--- src/rtl/segment_intersection_test_top_defines.svh ---
// Assertion macros for the segment intersection test block.
// Needs a clock named clk and an active-low reset named rst_n in scope.
`ifndef SEGMENT_INTERSECTION_TEST_TOP_DEFINES_SVH
`define SEGMENT_INTERSECTION_TEST_TOP_DEFINES_SVH

// same-cycle implication
`define SIT_ASSERT_IMP(lbl, ante, cons, msg) \
  lbl: assert property (@(posedge clk) disable iff (!rst_n) (ante) |-> (cons)) \
    else $error(msg);

// next-cycle implication
`define SIT_ASSERT_NXT(lbl, ante, cons, msg) \
  lbl: assert property (@(posedge clk) disable iff (!rst_n) (ante) |=> (cons)) \
    else $error(msg);

`endif

--- src/rtl/sit_pkg.sv ---
// Shared types and constants for the segment intersection test block.
// No dependencies.
`default_nettype none

package sit_pkg;

  localparam int COORD_BITS = 16;
  localparam int DIFF_W     = COORD_BITS + 1;
  localparam int PROD_W     = 2 * DIFF_W;
  localparam int CROSS_W    = PROD_W + 1;
  localparam int TOL_W      = 35;
  localparam int CMPD_W     = (DIFF_W > TOL_W) ? DIFF_W : TOL_W;
  localparam int CMPX_W     = (CROSS_W > TOL_W) ? CROSS_W : TOL_W;
  localparam int N_ORI      = 4;

  localparam int Q_DEPTH    = 4;
  localparam int Q_AW       = $clog2(Q_DEPTH);
  localparam int Q_CW       = $clog2(Q_DEPTH + 1);

  localparam logic [TOL_W-1:0] TOL_RESET = TOL_W'(1);

  typedef logic signed [COORD_BITS-1:0] coord_t;
  typedef logic signed [DIFF_W-1:0]     diff_t;

  typedef enum logic [1:0] {
    ORI_COLL = 2'd0,
    ORI_CW   = 2'd1,
    ORI_CCW  = 2'd2
  } orient_t;

  // One request after the front end: cross product operands and
  // bounding-box offsets for the four orientation tests.
  typedef struct packed {
    logic               func;
    diff_t [N_ORI-1:0]  ux;
    diff_t [N_ORI-1:0]  uy;
    diff_t [N_ORI-1:0]  vx;
    diff_t [N_ORI-1:0]  vy;
    diff_t [N_ORI-1:0]  dhx;  // point x minus box high x
    diff_t [N_ORI-1:0]  dlx;  // point x minus box low x
    diff_t [N_ORI-1:0]  dhy;
    diff_t [N_ORI-1:0]  dly;
  } front_t;

endpackage

`default_nettype wire

--- src/rtl/sit_front.sv ---
// Front end: accepts a request and forms cross product operands and box offsets.
// Depends on sit_pkg.
`default_nettype none

module sit_front import sit_pkg::*; (
  input  logic   clk,
  input  logic   rst_n,
  input  logic   in_valid,
  output logic   in_ready,
  input  logic   in_func,
  input  coord_t in_a_start_x,
  input  coord_t in_a_start_y,
  input  coord_t in_a_end_x,
  input  coord_t in_a_end_y,
  input  coord_t in_b_start_x,
  input  coord_t in_b_start_y,
  input  coord_t in_b_end_x,
  input  coord_t in_b_end_y,
  output logic   f_valid,
  input  logic   f_ready,
  output front_t f_data
);

  logic   fv_r;
  front_t fd_r;
  front_t fd_nxt;

  assign in_ready = !fv_r || f_ready;
  assign f_valid  = fv_r;
  assign f_data   = fd_r;

  // orient(p, q, r) for tests 0..3: (a,b,c) (a,b,d) (c,d,a) (c,d,b);
  // box check k tests r against the box of p and q
  always_comb begin
    coord_t px [N_ORI];
    coord_t py [N_ORI];
    coord_t qx [N_ORI];
    coord_t qy [N_ORI];
    coord_t rx [N_ORI];
    coord_t ry [N_ORI];
    coord_t hx, lx, hy, ly;
    px[0] = in_a_start_x; py[0] = in_a_start_y;
    qx[0] = in_a_end_x;   qy[0] = in_a_end_y;
    rx[0] = in_b_start_x; ry[0] = in_b_start_y;
    px[1] = in_a_start_x; py[1] = in_a_start_y;
    qx[1] = in_a_end_x;   qy[1] = in_a_end_y;
    rx[1] = in_b_end_x;   ry[1] = in_b_end_y;
    px[2] = in_b_start_x; py[2] = in_b_start_y;
    qx[2] = in_b_end_x;   qy[2] = in_b_end_y;
    rx[2] = in_a_start_x; ry[2] = in_a_start_y;
    px[3] = in_b_start_x; py[3] = in_b_start_y;
    qx[3] = in_b_end_x;   qy[3] = in_b_end_y;
    rx[3] = in_a_end_x;   ry[3] = in_a_end_y;
    fd_nxt      = '0;
    fd_nxt.func = in_func;
    for (int k = 0; k < N_ORI; k++) begin
      fd_nxt.ux[k] = DIFF_W'(rx[k]) - DIFF_W'(qx[k]);
      fd_nxt.uy[k] = DIFF_W'(ry[k]) - DIFF_W'(qy[k]);
      fd_nxt.vx[k] = DIFF_W'(qx[k]) - DIFF_W'(px[k]);
      fd_nxt.vy[k] = DIFF_W'(qy[k]) - DIFF_W'(py[k]);
      hx = (px[k] > qx[k]) ? px[k] : qx[k];
      lx = (px[k] < qx[k]) ? px[k] : qx[k];
      hy = (py[k] > qy[k]) ? py[k] : qy[k];
      ly = (py[k] < qy[k]) ? py[k] : qy[k];
      fd_nxt.dhx[k] = DIFF_W'(rx[k]) - DIFF_W'(hx);
      fd_nxt.dlx[k] = DIFF_W'(rx[k]) - DIFF_W'(lx);
      fd_nxt.dhy[k] = DIFF_W'(ry[k]) - DIFF_W'(hy);
      fd_nxt.dly[k] = DIFF_W'(ry[k]) - DIFF_W'(ly);
    end
  end

  always_ff @(posedge clk) begin
    if (!rst_n) begin
      fv_r <= 1'b0;
    end else if (in_ready) begin
      fv_r <= in_valid;
    end
  end

  always_ff @(posedge clk) begin
    if (in_ready && in_valid) begin
      fd_r <= fd_nxt;
    end
  end

endmodule

`default_nettype wire

--- config.mk ---
export PLATFORM = sky130hd
export DESIGN_NAME = sit_front
export DESIGN_NICKNAME = d
export VERILOG_FILES = /design/src/rtl/segment_intersection_test_top_defines.svh /design/src/rtl/sit_pkg.sv /design/src/rtl/sit_front.sv
export SDC_FILE = /design/constraint.sdc
export NUM_CORES = 1
export LEC_CHECK = 0
export ABC_AREA = 1
export BUFFER_PORTS_ARGS = -buffer_cell sky130_fd_sc_hd__clkbuf_2
export CORE_AREA = 2 2 266 268
export DETAILED_ROUTE_END_ITERATION = 10
export DIE_AREA = 0 0 268 270
export PLACE_DENSITY = 0.83
export SLEW_MARGIN = 10
export SYNTH_ARGS = -nofsm -noshare
export SYNTH_HDL_FRONTEND = slang
export SYNTH_SLANG_ARGS = --single-unit
export TNS_END_PERCENT = 5
--- constraint.sdc ---
create_clock -name clk -period 70.6 [get_ports clk]
set_input_delay 7.06 -clock clk [delete_from_list [all_inputs] [get_ports clk]]
set_output_delay 7.06 -clock clk [all_outputs]
set_load 0.01 [all_outputs]
==> out/summary.txt <==
OUTCOME
----------------------------------------------------------------------------------
Run status                                                            finished clean

GLOBAL ROUTING
----------------------------------------------------------------------------------
GRT Overall Usage                                                           0.3925
Maximum number of pins on one net before global-route repair                   155
Initial antenna violation count                                                  8
Grt total ovfl                                                                   0
Via count of the first global-routing pass                                   35270
Wire length of the first global-routing pass                             211000 um

CLOCKING
----------------------------------------------------------------------------------
Clock sink count                                                               476
CTS Hold Bufs                                                                    0
TritonCTS buffer count                                                          52
Buffer count from post-CTS setup fixing                                          0
Maximum clock path buffer count                                                  3
Max H-tree Level                                                                 2
Latest clock arrival within the worst-skew pair                            0.63 ns
CTS root buf                                                             clkbuf_16
CTS tree                                                                      done
Clock-pin slew on the worst setup and hold paths                           0.06 ns
# resized after CTS                                                              0

ROUTE
----------------------------------------------------------------------------------
Routed len/inst                                                           23.26 um
Starting DRC count in detailed routing                                        4077
Mean number of vias per cell                                                 5.779
Residual DRC                                                                     0
Number of nets with antenna violations after routing                             0
Vias post-DR                                                                 36130
Final wirelength                                                         145400 um
First-pass iteration count of the detailed router                                6

CRITICAL PATH
----------------------------------------------------------------------------------
Maximum fanout along the worst path                                              2
Type of origin of the critical path                                     input port
Data required time at the worst endpoint                                  63.54 ns
CP startpoint                                                              f_ready
Capture instance of the worst register-to-register path               f_data[270]$_DFFE_PP_
Setup crit end kind                                                   primary output
Register-to-Register Setup Slack                                          66.58 ns
Data arrival time of the critical path                                     7.47 ns
Classification of the worst setup path                                   in -> out
Worst reg2reg path startpoint                                         f_valid$_SDFFE_PN0N_
Worst R2R Path Depth                                                             4

TIMING
----------------------------------------------------------------------------------
Max-slew violations                                                              0
Transition time at the pin with the least slew margin                     1.124 ns
Max Clock Freq                                                         0.06882 GHz
Setup Viol. Count Final                                                          0
Setup slack after layout                                                  56.07 ns
Number of hold-slack violations in the final timing report                       0
Setup TNS                                                                     0 ns
Fin Hold WS                                                              0.5947 ns
Unrepaired setup endpoints after global routing                                 no
Time the worst path needs with I/O delays and setup                       14.53 ns
Worst Skew                                                              0.02507 ns
Final critical-path share of the clock period                               0.2058
Relative slew margins                                                       0.2486

POWER AND IR DROP
----------------------------------------------------------------------------------
P per Cell Area                                                       27.44 nW/um^2
Leakage power                                                             22.11 nW
Max rail drop VDD                                                         25.42 uV

YOSYS
----------------------------------------------------------------------------------
Count of unique library cells instantiated by Yosys                             49
Count of flip-flops with a built-in enable after synthesis                     475
Synthesized area divided by synthesized cell count                     8.181 sq um
Yosys reg bits                                                                 476
Share of synthesized area occupied by flip-flops and latches                0.3756
Post-synthesis cell count                                                     4648
Top flip-flop cell by instance count after synthesis                      edfxtp_1
Synth warnings                                                                   0
Cell area after synthesis                                              38030 sq um
Synthesized netlist net count                                                 5193
Fraction of synthesis flops using an asynchronous set or reset pin               0

CELLS AND AREA
----------------------------------------------------------------------------------
Commonest cells after routing, fill and taps aside                    1218 x nand2_1, 679 x clkbuf_2, 650 x inv_1
Share of final-layout standard cells stronger than drive strength 1         0.1544
# nets final                                                                  5812
Final instance count without filler cells                                     6252
Layout Area Growth over Synthesis                                           14.96%
Commonest non-fill, non-tap cell in the layout                             nand2_1

PLACEMENT
----------------------------------------------------------------------------------
Number of instances in the placed design                                      6153
Routability Congestion                                                       1.044
Number of buffers inserted by port buffering                                   679
Worst slack after detailed placement                                      56.09 ns
Placed wire-length estimate after detailed placement                     120500 um

FLOORPLAN
----------------------------------------------------------------------------------
Num ports                                                                      680
Row count                                                                       97
Width of the die                                                            268 um
Die Footprint                                                          72360 sq um
Core region area                                                       69540 sq um
Initial cell density of the core                                            0.5468
Height of the die                                                           270 um

WORST HOLD PATH
----------------------------------------------------------------------------------
Class of the most critical hold timing path                             reg -> reg
End of the worst hold path                                            f_valid$_SDFFE_PN0N_
Hold Path Origin                                                      f_valid$_SDFFE_PN0N_
Worst hold stages                                                                2

JOB
----------------------------------------------------------------------------------
Maxcap violations                                                                0

## critical path: stages
cell	delay, ns
clkbuf_2	0.08
inv_1	0.11
nand2_1	0.08
clkbuf_2	0.13
## cells in the mapped netlist (21+ instances only)
cell type | number | area share
xor2_1 | 240 | 0.055
ha_1 | 392 | 0.13
xnor2_1 | 100 | 0.023
nor3_1 | 46 | 0.0061
edfxtp_1 | 475 | 0.38
buf_4 | 75 | 0.015
o21bai_1 | 27 | 0.0053
nand3_1 | 286 | 0.038
o21ai_0 | 239 | 0.031
a21oi_1 | 347 | 0.046
nand2_1 | 1218 | 0.12
a21boi_0 | 39 | 0.0077
a31oi_1 | 29 | 0.0048
nand4_1 | 68 | 0.011
inv_1 | 650 | 0.064
o31ai_1 | 21 | 0.0041
clkbuf_1 | 39 | 0.0038
nor2_1 | 192 | 0.019
## per-layer routing
| layer | global-route usage | up-vias | routed length [um] |
|---|---|---|---|
| li1 | - | 16850 | - |
| met4 | 0.2751 | 2 | 11760 |
| met5 | 0 | - | 11 |
| met3 | 0.05215 | 503 | 12520 |
| met1 | 0.4526 | 16770 | 51390 |
| met2 | 0.6718 | 2011 | 69760 |
## worst max-delay path by stage
stage | end | slack, ns
final | in_ready | 56.07
after global routing | in_ready | 56.04
after CTS | in_ready | 56.07
after detailed placement | in_ready | 56.09
after global placement | in_ready | 56.09
after floorplan | f_data[0]$_DFFE_PP_ | 39.30
## per-stage QoR
stage | utilization | instance area (sq um) | power, mW
3_3_place_gp | 0.6028 | 41920 | 0.8930
5_1_grt | 0.6284 | 43700 | 1.254
6_report | 0.6286 | 43710 | 1.200
3_5_place_dp | 0.6028 | 41920 | 0.8982
4_1_cts | 0.6283 | 43690 | 1.191
2_1_floorplan | - | 38030 | 0.7249
## cells by family (layout without fill, tap and decap cells)
group | count (synthesis) | after routing | share of synthesized area
other cells | 0 | 7 | 0
fa+ha+maj | 412 | 412 | 0.1395
buf+inv | 778 | 1435 | 0.08522
compound gates | 772 | 772 | 0.1141
xor+xnor | 340 | 340 | 0.07831
simple gates | 1870 | 1870 | 0.2072
flops | 476 | 476 | 0.3756
## sequential cells by signal (all words and copies together), names as in the netlist
name     count
f_data     475
f_valid      1
## layout make-up
type / instances / area, sq um
diodes: 7 / 17.52
clock buffers: 57 / 1320
clock inverters: 35 / 454.2
fillers: 6025 / 25830
inverters: 652 / 2447
multi-input cells: 3394 / 20510
flip-flops and latches: 476 / 14280
well taps: 940 / 1176
repair buffers: 691 / 3501
## report_power, final
| group | switching [mW] | leakage, nW | internal (mW) | total [mW] |
|---|---|---|---|---|
| registers | 0.0253 | 4.61 | 0.389 | 0.414 |
| logic | 0.335 | 16.6 | 0.159 | 0.494 |
| clock network | 0.120 | 0.866 | 0.171 | 0.292 |
Note: power is estimated with default switching activity, not from simulation.
