`config.mk`:
```
export PLATFORM = sky130hd
export DESIGN_NAME = sit_queue
export DESIGN_NICKNAME = d
export VERILOG_FILES = /design/src/rtl/sit_pkg.sv /design/src/rtl/sit_queue.sv
export VERILOG_INCLUDE_DIRS = /design/src /design/src/rtl
export SDC_FILE = /design/constraint.sdc
export NUM_CORES = 1
export LEC_CHECK = 0
export BUFFER_PORTS_ARGS = -buffer_cell sky130_fd_sc_hd__clkbuf_2
export CAP_MARGIN = 20
export CORE_MARGIN = 1
export CORE_UTILIZATION = 35
export CTS_BUF_LIST = sky130_fd_sc_hd__clkbuf_8
export DETAILED_ROUTE_END_ITERATION = 8
export GPL_ROUTABILITY_DRIVEN = 0
export PLACE_DENSITY_LB_ADDON = 0.3
export SLEW_MARGIN = 15
export SYNTH_ARGS = -nofsm -noshare
export SYNTH_HDL_FRONTEND = slang
export SYNTH_SLANG_ARGS = --single-unit
```
`constraint.sdc`:
```
create_clock -name clk -period 17.23 [get_ports clk]
set_input_delay 3.446 -clock clk [delete_from_list [all_inputs] [get_ports clk]]
set_output_delay 3.446 -clock clk [all_outputs]
set_load 0.1 [all_outputs]
```
`src/rtl/segment_intersection_test_top_defines.svh`:
```
// Assertion macros for the segment intersection test block.
// Needs a clock named clk and an active-low reset named rst_n in scope.
`ifndef SEGMENT_INTERSECTION_TEST_TOP_DEFINES_SVH
`define SEGMENT_INTERSECTION_TEST_TOP_DEFINES_SVH

// same-cycle implication
`define SIT_ASSERT_IMP(lbl, ante, cons, msg) \
  lbl: assert property (@(posedge clk) disable iff (!rst_n) (ante) |-> (cons)) \
    else $error(msg);

// next-cycle implication
`define SIT_ASSERT_NXT(lbl, ante, cons, msg) \
  lbl: assert property (@(posedge clk) disable iff (!rst_n) (ante) |=> (cons)) \
    else $error(msg);

`endif

```
`src/rtl/sit_pkg.sv`:
```
// Shared types and constants for the segment intersection test block.
// No dependencies.
`default_nettype none

package sit_pkg;

  localparam int COORD_BITS = 16;
  localparam int DIFF_W     = COORD_BITS + 1;
  localparam int PROD_W     = 2 * DIFF_W;
  localparam int CROSS_W    = PROD_W + 1;
  localparam int TOL_W      = 35;
  localparam int CMPD_W     = (DIFF_W > TOL_W) ? DIFF_W : TOL_W;
  localparam int CMPX_W     = (CROSS_W > TOL_W) ? CROSS_W : TOL_W;
  localparam int N_ORI      = 4;

  localparam int Q_DEPTH    = 4;
  localparam int Q_AW       = $clog2(Q_DEPTH);
  localparam int Q_CW       = $clog2(Q_DEPTH + 1);

  localparam logic [TOL_W-1:0] TOL_RESET = TOL_W'(1);

  typedef logic signed [COORD_BITS-1:0] coord_t;
  typedef logic signed [DIFF_W-1:0]     diff_t;

  typedef enum logic [1:0] {
    ORI_COLL = 2'd0,
    ORI_CW   = 2'd1,
    ORI_CCW  = 2'd2
  } orient_t;

  // One request after the front end: cross product operands and
  // bounding-box offsets for the four orientation tests.
  typedef struct packed {
    logic               func;
    diff_t [N_ORI-1:0]  ux;
    diff_t [N_ORI-1:0]  uy;
    diff_t [N_ORI-1:0]  vx;
    diff_t [N_ORI-1:0]  vy;
    diff_t [N_ORI-1:0]  dhx;  // point x minus box high x
    diff_t [N_ORI-1:0]  dlx;  // point x minus box low x
    diff_t [N_ORI-1:0]  dhy;
    diff_t [N_ORI-1:0]  dly;
  } front_t;

endpackage

`default_nettype wire

```
`src/rtl/sit_queue.sv`:
```
// Short request queue between front end and back end.
// Depends on sit_pkg and the assertion macro header.
`default_nettype none
`include "segment_intersection_test_top_defines.svh"

module sit_queue import sit_pkg::*; (
  input  logic   clk,
  input  logic   rst_n,
  input  logic   push_valid,
  output logic   push_ready,
  input  front_t push_data,
  output logic   pop_valid,
  input  logic   pop_ready,
  output front_t pop_data
);

  front_t          mem_r [Q_DEPTH];
  logic [Q_AW-1:0] wp_r;
  logic [Q_AW-1:0] rp_r;
  logic [Q_CW-1:0] cnt_r;
  logic            push;
  logic            pop;

  assign push_ready = (cnt_r != Q_CW'(Q_DEPTH));
  assign pop_valid  = (cnt_r != '0);
  assign pop_data   = mem_r[rp_r];
  assign push       = push_valid && push_ready;
  assign pop        = pop_valid && pop_ready;

  always_ff @(posedge clk) begin
    if (!rst_n) begin
      wp_r  <= '0;
      rp_r  <= '0;
      cnt_r <= '0;
    end else begin
      if (push) begin
        wp_r <= wp_r + Q_AW'(1);
      end
      if (pop) begin
        rp_r <= rp_r + Q_AW'(1);
      end
      if (push && !pop) begin
        cnt_r <= cnt_r + Q_CW'(1);
      end else if (pop && !push) begin
        cnt_r <= cnt_r - Q_CW'(1);
      end
    end
  end

  always_ff @(posedge clk) begin
    if (push) begin
      mem_r[wp_r] <= push_data;
    end
  end

  `SIT_ASSERT_IMP(a_q_cnt_bound, 1'b1, cnt_r <= Q_CW'(Q_DEPTH), "queue count above depth")
  `SIT_ASSERT_NXT(a_q_cnt_up, push && !pop, cnt_r == $past(cnt_r) + Q_CW'(1), "queue count lost a push")
  `SIT_ASSERT_NXT(a_q_cnt_dn, pop && !push, cnt_r == $past(cnt_r) - Q_CW'(1), "queue count lost a pop")

endmodule

`default_nettype wire

```
==> flow_summary.toml, run 1 <==
[critical_path]
critPathKind = "reg2out"
r2r_cells = 6
crit_required_ns = 13.78
critPathLaunchType = "register"
reg2reg_from = "cnt_r[1]$_SDFFE_PN0P_"
slowest_delay_ns = 0.83
crit_top_cell = "buf_12"
rrSetupSlack_ns = 12.52
critPathArrivalTime_ns = 5.49
worstPathCellList = "buf_12 -> buf_12 -> buf_4 -> mux4_2 -> clkbuf_2"
crit_path_end_kind = "output pin"
path_max_fanout = 99
crit_slowest_cell = "dfxtp_4"
rr_endpoint = "mem_r[1][535]$_DFFE_PP_"

[floorplanning]
dieArea_um2 = 227400
io_pins = 1096
start_util = 0.3537
core_um2 = 223200
std_cell_rows = 173
dieWidth_um = 476.9
die_y_um = 476.9

[grt]
grt_usage = 0.1682
grt_pass1_wl_um = 277900
grt_pass1_vias = 39000
antenna_found_initial = 84
grt_max_degree = 134
overflow = 0

[clocking]
holdBufCountCts = 0
cts.reportedPaths.clkPinSlew_ns = 0.06
cts_resized = 0
htreeDepth = 5
cts_buffer_depth = 4
cts_inserted_buffers = 372
clock_sinks = 2189
cts_root_buf = "clkbuf_8"
post_cts_buffers = 0
cts_tree = "done"
clk_latency_ns = 1.03

[layout]
drive_above_1_share = 0.4656
nNetsFinal = 4837
regArea_um2 = 65650
areaGrowthSynthToFinish_pct = 19.78
fillCellCount = 19290
multi_input_area_um2 = 12560

[synth]
synthAdderAreaFrac = 0.001046
synth-simple-area-share = 0.001157
ys_seq_area_frac = 0.8317
synth_compound_area_frac = 0.0004597
yosysTopAreaCell = "edfxtp_1"
syn_area_per_cell_um2 = 27.26
ys_types = 24
synth-seq-cells = 2189
synthXorXnorAreaFrac = 0.0004439
netlist_area_um2 = 78930
synth_top_family_by_area = "multiplexers"
synthCells = 2895
yosys_warnings = 0
yosysTopAreaCellShare = 0.8294
synth.area.mux_share = 0.1559
synth_area_leaders = "edfxtp_1 (83%), mux4_2 (16%), buf_2 (0.42%), buf_4 (0.32%), dfxtp_1 (0.23%)"
syn_nets = 3450

[timing]
tightest_slew_ns = 1.061
slew_headroom = 0.2929
finalCriticalPeriod_ns = 8.936
final_hold_viol_count = 0
slew_violations = 0
fin_skew_ns = 0.06861
fin_setup_tns_ns = 0
finalSetupViolations = 0
rsz0062_at_grt = "no"
fmax_mhz = 111.9
period_share = 0.5186

[routing]
avgRoutedWirePerCell_um = 25.71
drc = 0
vias = 36960
first_pass_iters = 5
drtAntennaViolNets = 0
dr.first_iter.drc_count = 2579
via_per_inst = 4.878
drt-total-wl_um = 194800

[worst_hold_path]
hold_depth = 2
worstHoldStart = "wp_r[1]$_SDFFE_PN0P_"
hold-path-endpoint = "wp_r[1]$_SDFFE_PN0P_"
hold_path_class = "reg2reg"

[outcome]
status = "complete, no violations"

[placement]
hpwl_um = 126100
port_buffers = 1095

[job]
cap_violations = 0
-- cells by family after synthesis --
logic type | after synthesis
compound gates | 5
xor+xnor | 4
fa+ha+maj | 6
buf+inv | 126
flops | 2189
mux | 548
simple gates | 17
-- final cells by class --
class | instances | area share
Sequential cell | 2189 | 0.6944
Multi-Input combinational cell | 580 | 0.1328
Timing Repair Buffer | 1136 | 0.06334
Clock buffer | 373 | 0.05430
Tap cell | 2975 | 0.03937
Clock inverter | 272 | 0.01436
Antenna cell | 48 | 0.001270
Inverter | 3 | 0.0001191
-- stage by stage --
stage               hold slack, ns  area (um^2)    util  std cells  setup WS, ns
global route                0.5358        94490  0.4234       7554         7.657
floorplan                   0.4677        78930       -       2895       0.09296
global placement            0.4866        87930  0.3940       6883         9.076
CTS                         0.5038        94420  0.4231       7528         7.939
finish                      0.4995        94540  0.4236       7576         8.294
detailed placement          0.4939        87930  0.3940       6883         9.104
-- synth_stat cells (all sizes together) --
| cell type | n |
|---|---|
| edfxtp | 2180 |
| mux4 | 545 |
| buf | 112 |
| clkbuf | 11 |
| dfxtp | 9 |
| and2 | 8 |
| ha | 5 |
| nand2 | 5 |
| inv | 3 |
| mux2i | 3 |
| xnor2 | 3 |
| a21boi | 2 |
| or3 | 2 |
| fa | 1 |
| nor2 | 1 |
| nor2b | 1 |
| o21ai | 1 |
| o311ai | 1 |
| o31ai | 1 |
| xor2 | 1 |
-- placed cells by master, fill, tap and decap left out, types with 2 or more instances in the layout --
master and n:
edfxtp_1 2180, clkbuf_2 1095, mux4_2 545, clkbuf_8 373, inv_1 115, clkinv_1 100, diode_2 48, clkinv_2 32
buf_4 25, buf_12 16, clkinvlp_4 8, inv_6 7, bufinv_16 7, dfxtp_1 7, nand2_1 5, ha_1 5
and2_4 4, and2_1 4, inv_8 4, xnor2_1 3, mux2i_1 3, or3_1 2, dfxtp_4 2
-- sequential cells by signal, indices dropped and copies added, names as in the netlist, named ones only --
name   cells
mem_r   2180
cnt_r      3
rp_r       2
wp_r       2
-- metal layers --
layer  up-vias  GRT usage  wire (um)
met4        46    0.06653       5970
met3       374    0.08281      22530
met2      1489     0.2638      92670
li1      15600          -          -
met5         -          0        298
met1     19450     0.1971      73330
-- how the worst max path moves through the flow --
stage / startpoint / end / slack, ns / cells after the start
6_report: register / pop_data[85] / 8.29 / 5
5_1_grt: register / pop_data[85] / 7.66 / 5
4_1_cts: register / pop_data[85] / 7.94 / 5
3_5_place_dp: register / pop_data[535] / 9.10 / 5
3_3_place_gp: register / pop_data[168] / 9.08 / 5
2_1_floorplan: push_valid / mem_r[1][0]$_DFFE_PP_ / 0.09 / 2
-- critical path, delay by kind of cell (launching register included) --
| kind | cells | cell delay, ns |
|---|---|---|
| buf+inv | 4 | 2.42 |
| flops | 1 | 0.83 |
| mux | 1 | 0.64 |
Power of run 1 is not shown: default switching activity piles up to over one toggle a cycle in this logic, so the estimate is an artifact.
==> inputs of run 2 (changes only) <==
--- a/config.mk
+++ b/config.mk
@@ -6,6 +6,7 @@
 export SDC_FILE = /design/constraint.sdc
 export NUM_CORES = 1
 export LEC_CHECK = 0
+export ABC_AREA = 1
 export BUFFER_PORTS_ARGS = -buffer_cell sky130_fd_sc_hd__clkbuf_2
 export CAP_MARGIN = 20
 export CORE_MARGIN = 1
==> constraint.sdc (replaced) <==
create_clock -name clk -period 8.1 [get_ports clk]
set_input_delay 1.62 -clock clk [delete_from_list [all_inputs] [get_ports clk]]
set_output_delay 1.62 -clock clk [all_outputs]
set_load 0.1 [all_outputs]
==> run 2 against run 1 <==
First-iteration DRC count increased by 46%. Cell count up 30%. Synthesized area is 2.1% higher. Sequential share of layout area down 0.92 points. Non-clock buffer count increased by 48. Utilization shrank 0.37 points. Via count grew 36%. Wire length grew 15%. Synthesized cell count increased by 84%. Setup slack worse by 5.9 ns. Largest cell class unchanged.
==> flow_summary.toml, run 2 <==
[layout]
fillCellCount = 20900
layout_commonest_cell = "edfxtp_1"
largest_reg_flops = 2180
final_cell_mix = "edfxtp_1 (2180), nor2_1 (1100), clkbuf_2 (1095), o21ai_0 (1063), o22ai_1 (545)"
regMostFlops = "mem_r"
drive_above_1_share = 0.2370
areaGrowthSynthToFinish_pct = 18.89
layoutNonFillerInstCount = 9849
top_regs = "mem_r (2180), cnt_r (3)"
nNetsFinal = 7090

[synth]
netlist_area_um2 = 80590
synth_edf_count = 2180
ys_types = 22
synthFlopType = "edfxtp_1"
synth_area_leaders = "edfxtp_1 (81%), o21ai_0 (6.6%), nor2_1 (5.1%), o22ai_1 (4.2%), clkbuf_1 (0.91%)"
yosys_warnings = 0
syn_nets = 5892
yosysTopAreaCellShare = 0.8123
synth.most_common_cell = "edfxtp_1"
synth_commonest_cells = "edfxtp_1 (2180), nor2_1 (1104), o21ai_0 (1063)"
synthCells = 5337
yosysTopAreaCell = "edfxtp_1"
syn_area_per_cell_um2 = 15.10
ys_seq_area_frac = 0.8145
async_reset_ff_frac = 0
synth-seq-cells = 2189

[pwr]
p_leak_nw = 33.51
power.switching_w = 0.01916
combPwrFrac = 0.425
pwr-share-seq = 0.355
p_clk_frac = 0.220
max-vdd-ir-drop_mv = 0.4325
power.density_nw_per_um2 = 411.8
cellInternalPower_w = 0.02029
swShare = 0.4857
power_w = 0.03945

[floorplanning]
dieWidth_um = 481.9
start_util = 0.3532
core_um2 = 228200
io_pins = 1096
die_y_um = 481.9
std_cell_rows = 175
dieArea_um2 = 232200

[clocking]
cts_buffer_depth = 4
holdBufCountCts = 0
cts_tree = "done"
cts_resized = 0
post_cts_buffers = 0
cts_root_buf = "clkbuf_8"
cts_inserted_buffers = 374
clk_latency_ns = 1.02
clock_sinks = 2189
htreeDepth = 5
cts.reportedPaths.clkPinSlew_ns = 0.06

[timing]
fmax_mhz = 174.7
fin_skew_ns = 0.1242
rsz0062_at_grt = "no"
fin_setup_tns_ns = 0
final_hold_viol_count = 0
finalSetupViolations = 0
finalCriticalPeriod_ns = 5.725
period_share = 0.7068
holdWs_ns = 0.5092
slew_headroom = 0.2679
slew_violations = 0
tightest_slew_ns = 1.098

[placement]
hpwl_um = 137500
port_buffers = 1095
placed_cells = 9168

[routing]
drtAntennaViolNets = 0
m1WireLength_um = 88020
first_pass_iters = 7
wl_met3_um = 20490
top_layer_used = "met5"
drc = 0
wl_met2_um = 107100
vias = 50190
avgRoutedWirePerCell_um = 22.73
drt-total-wl_um = 223900
dr.first_iter.drc_count = 3753
via_per_inst = 5.096

[critical_path]
reg2reg_from = "cnt_r[0]$_SDFFE_PN0P_"
critPathLaunchType = "register"
path_max_fanout = 146
rr_endpoint = "mem_r[3][206]$_DFFE_PP_"
critPathArrivalTime_ns = 4.11
crit_required_ns = 6.48
rrSetupSlack_ns = 4.96
critPathKind = "reg2out"
r2r_cells = 6
crit_path_end_kind = "output pin"

[grt]
antenna_found_initial = 75
grt_usage = 0.1842
grt_pass1_wl_um = 320700
overflow = 0
grt_pass1_vias = 48030
grt_max_degree = 204

[worst_hold_path]
hold_path_class = "reg2reg"
hold_depth = 2
worstHoldStart = "rp_r[1]$_SDFFE_PN0P_"

[job]
cap_violations = 0

[outcome]
status = "complete, no violations"
-- run 2: cell count changes after synthesis, sizes merged, moves of 3 or more --
| cell | previous run | this run |
|---|---|---|
| clkbuf | 11 | 199 |
| nand2 | 5 | 15 |
| xnor2 | 3 | 0 |
| o22ai | 0 | 545 |
| and2 | 8 | 0 |
| nand3 | 0 | 4 |
| buf | 112 | 163 |
| mux4 | 545 | 0 |
| o21ai | 1 | 1091 |
| inv | 3 | 16 |
| a21oi | 0 | 3 |
| mux2i | 3 | 0 |
| nor2 | 1 | 1104 |
-- run 2: worst max-delay path by stage --
stage | from | end
floorplan | push_valid | mem_r[0][0]$_DFFE_PP_
finish | register | pop_data[333]
CTS | register | pop_data[384]
global placement | register | pop_data[365]
global route | register | pop_data[319]
detailed placement | register | pop_data[384]
-- run 2: power groups by stage --
stage / Sequential (W) / Clock [W] / Combinational, W
after global routing: 0.0141 / 0.00939 / 0.0174
after floorplan: 0.0145 / 0 / 0.0133
after CTS: 0.0140 / 0.00892 / 0.0169
final: 0.0140 / 0.00868 / 0.0168
after detailed placement: 0.0142 / 0 / 0.0169
after global placement: 0.0142 / 0 / 0.0168
-- run 2: metrics by stage --
stage,setup slack (ns),cell area (um^2),util
2_1_floorplan,-2.200,80640,-
3_3_place_gp,3.341,89320,0.3915
3_5_place_dp,3.320,89320,0.3915
4_1_cts,2.229,95700,0.4194
5_1_grt,2.106,95780,0.4198
6_report,2.375,95810,0.4200
-- run 2: area by class of cell --
| type | instances | area [um^2] | area share |
|---|---|---|---|
| clock buffers | 376 | 5175 | 0.05401 |
| clock inverters | 258 | 1201 | 0.01254 |
| repair buffers | 1184 | 6561 | 0.06848 |
| diodes | 47 | 117.6 | 0.001228 |
| multi-input cells | 2770 | 13250 | 0.1383 |
| well taps | 3009 | 3765 | 0.03929 |
| flip-flops and latches | 2189 | 65650 | 0.6852 |
| inverters | 16 | 93.84 | 0.0009794 |
-- run 2: logic make-up after synthesis --
logic type                 synth area share
xor gates and xnor gates          0.0001087
and+or+nand+nor                     0.05246
adders and majority gates          0.001025
DFF                                  0.8145
AOI/OAI and AO/OA                    0.1102
buffers and inverters               0.02167
-- run 2: metal layers --
layer  vias up  GRT usage
li1      22810          -
met1     25010     0.2234
met2      1817     0.2963
met3       498    0.06536
met4        58    0.07832
met5         -          0
-- run 2: worst max-delay path, cell delays in order, from the launching register on --
cell	delay, ns
dfxtp_4	0.81
buf_4	0.51
buf_12	0.49
o21ai_0	0.22
o22ai_1	0.31
clkbuf_2	0.51
No activity file was read; power rests on OpenSTA's default activity.
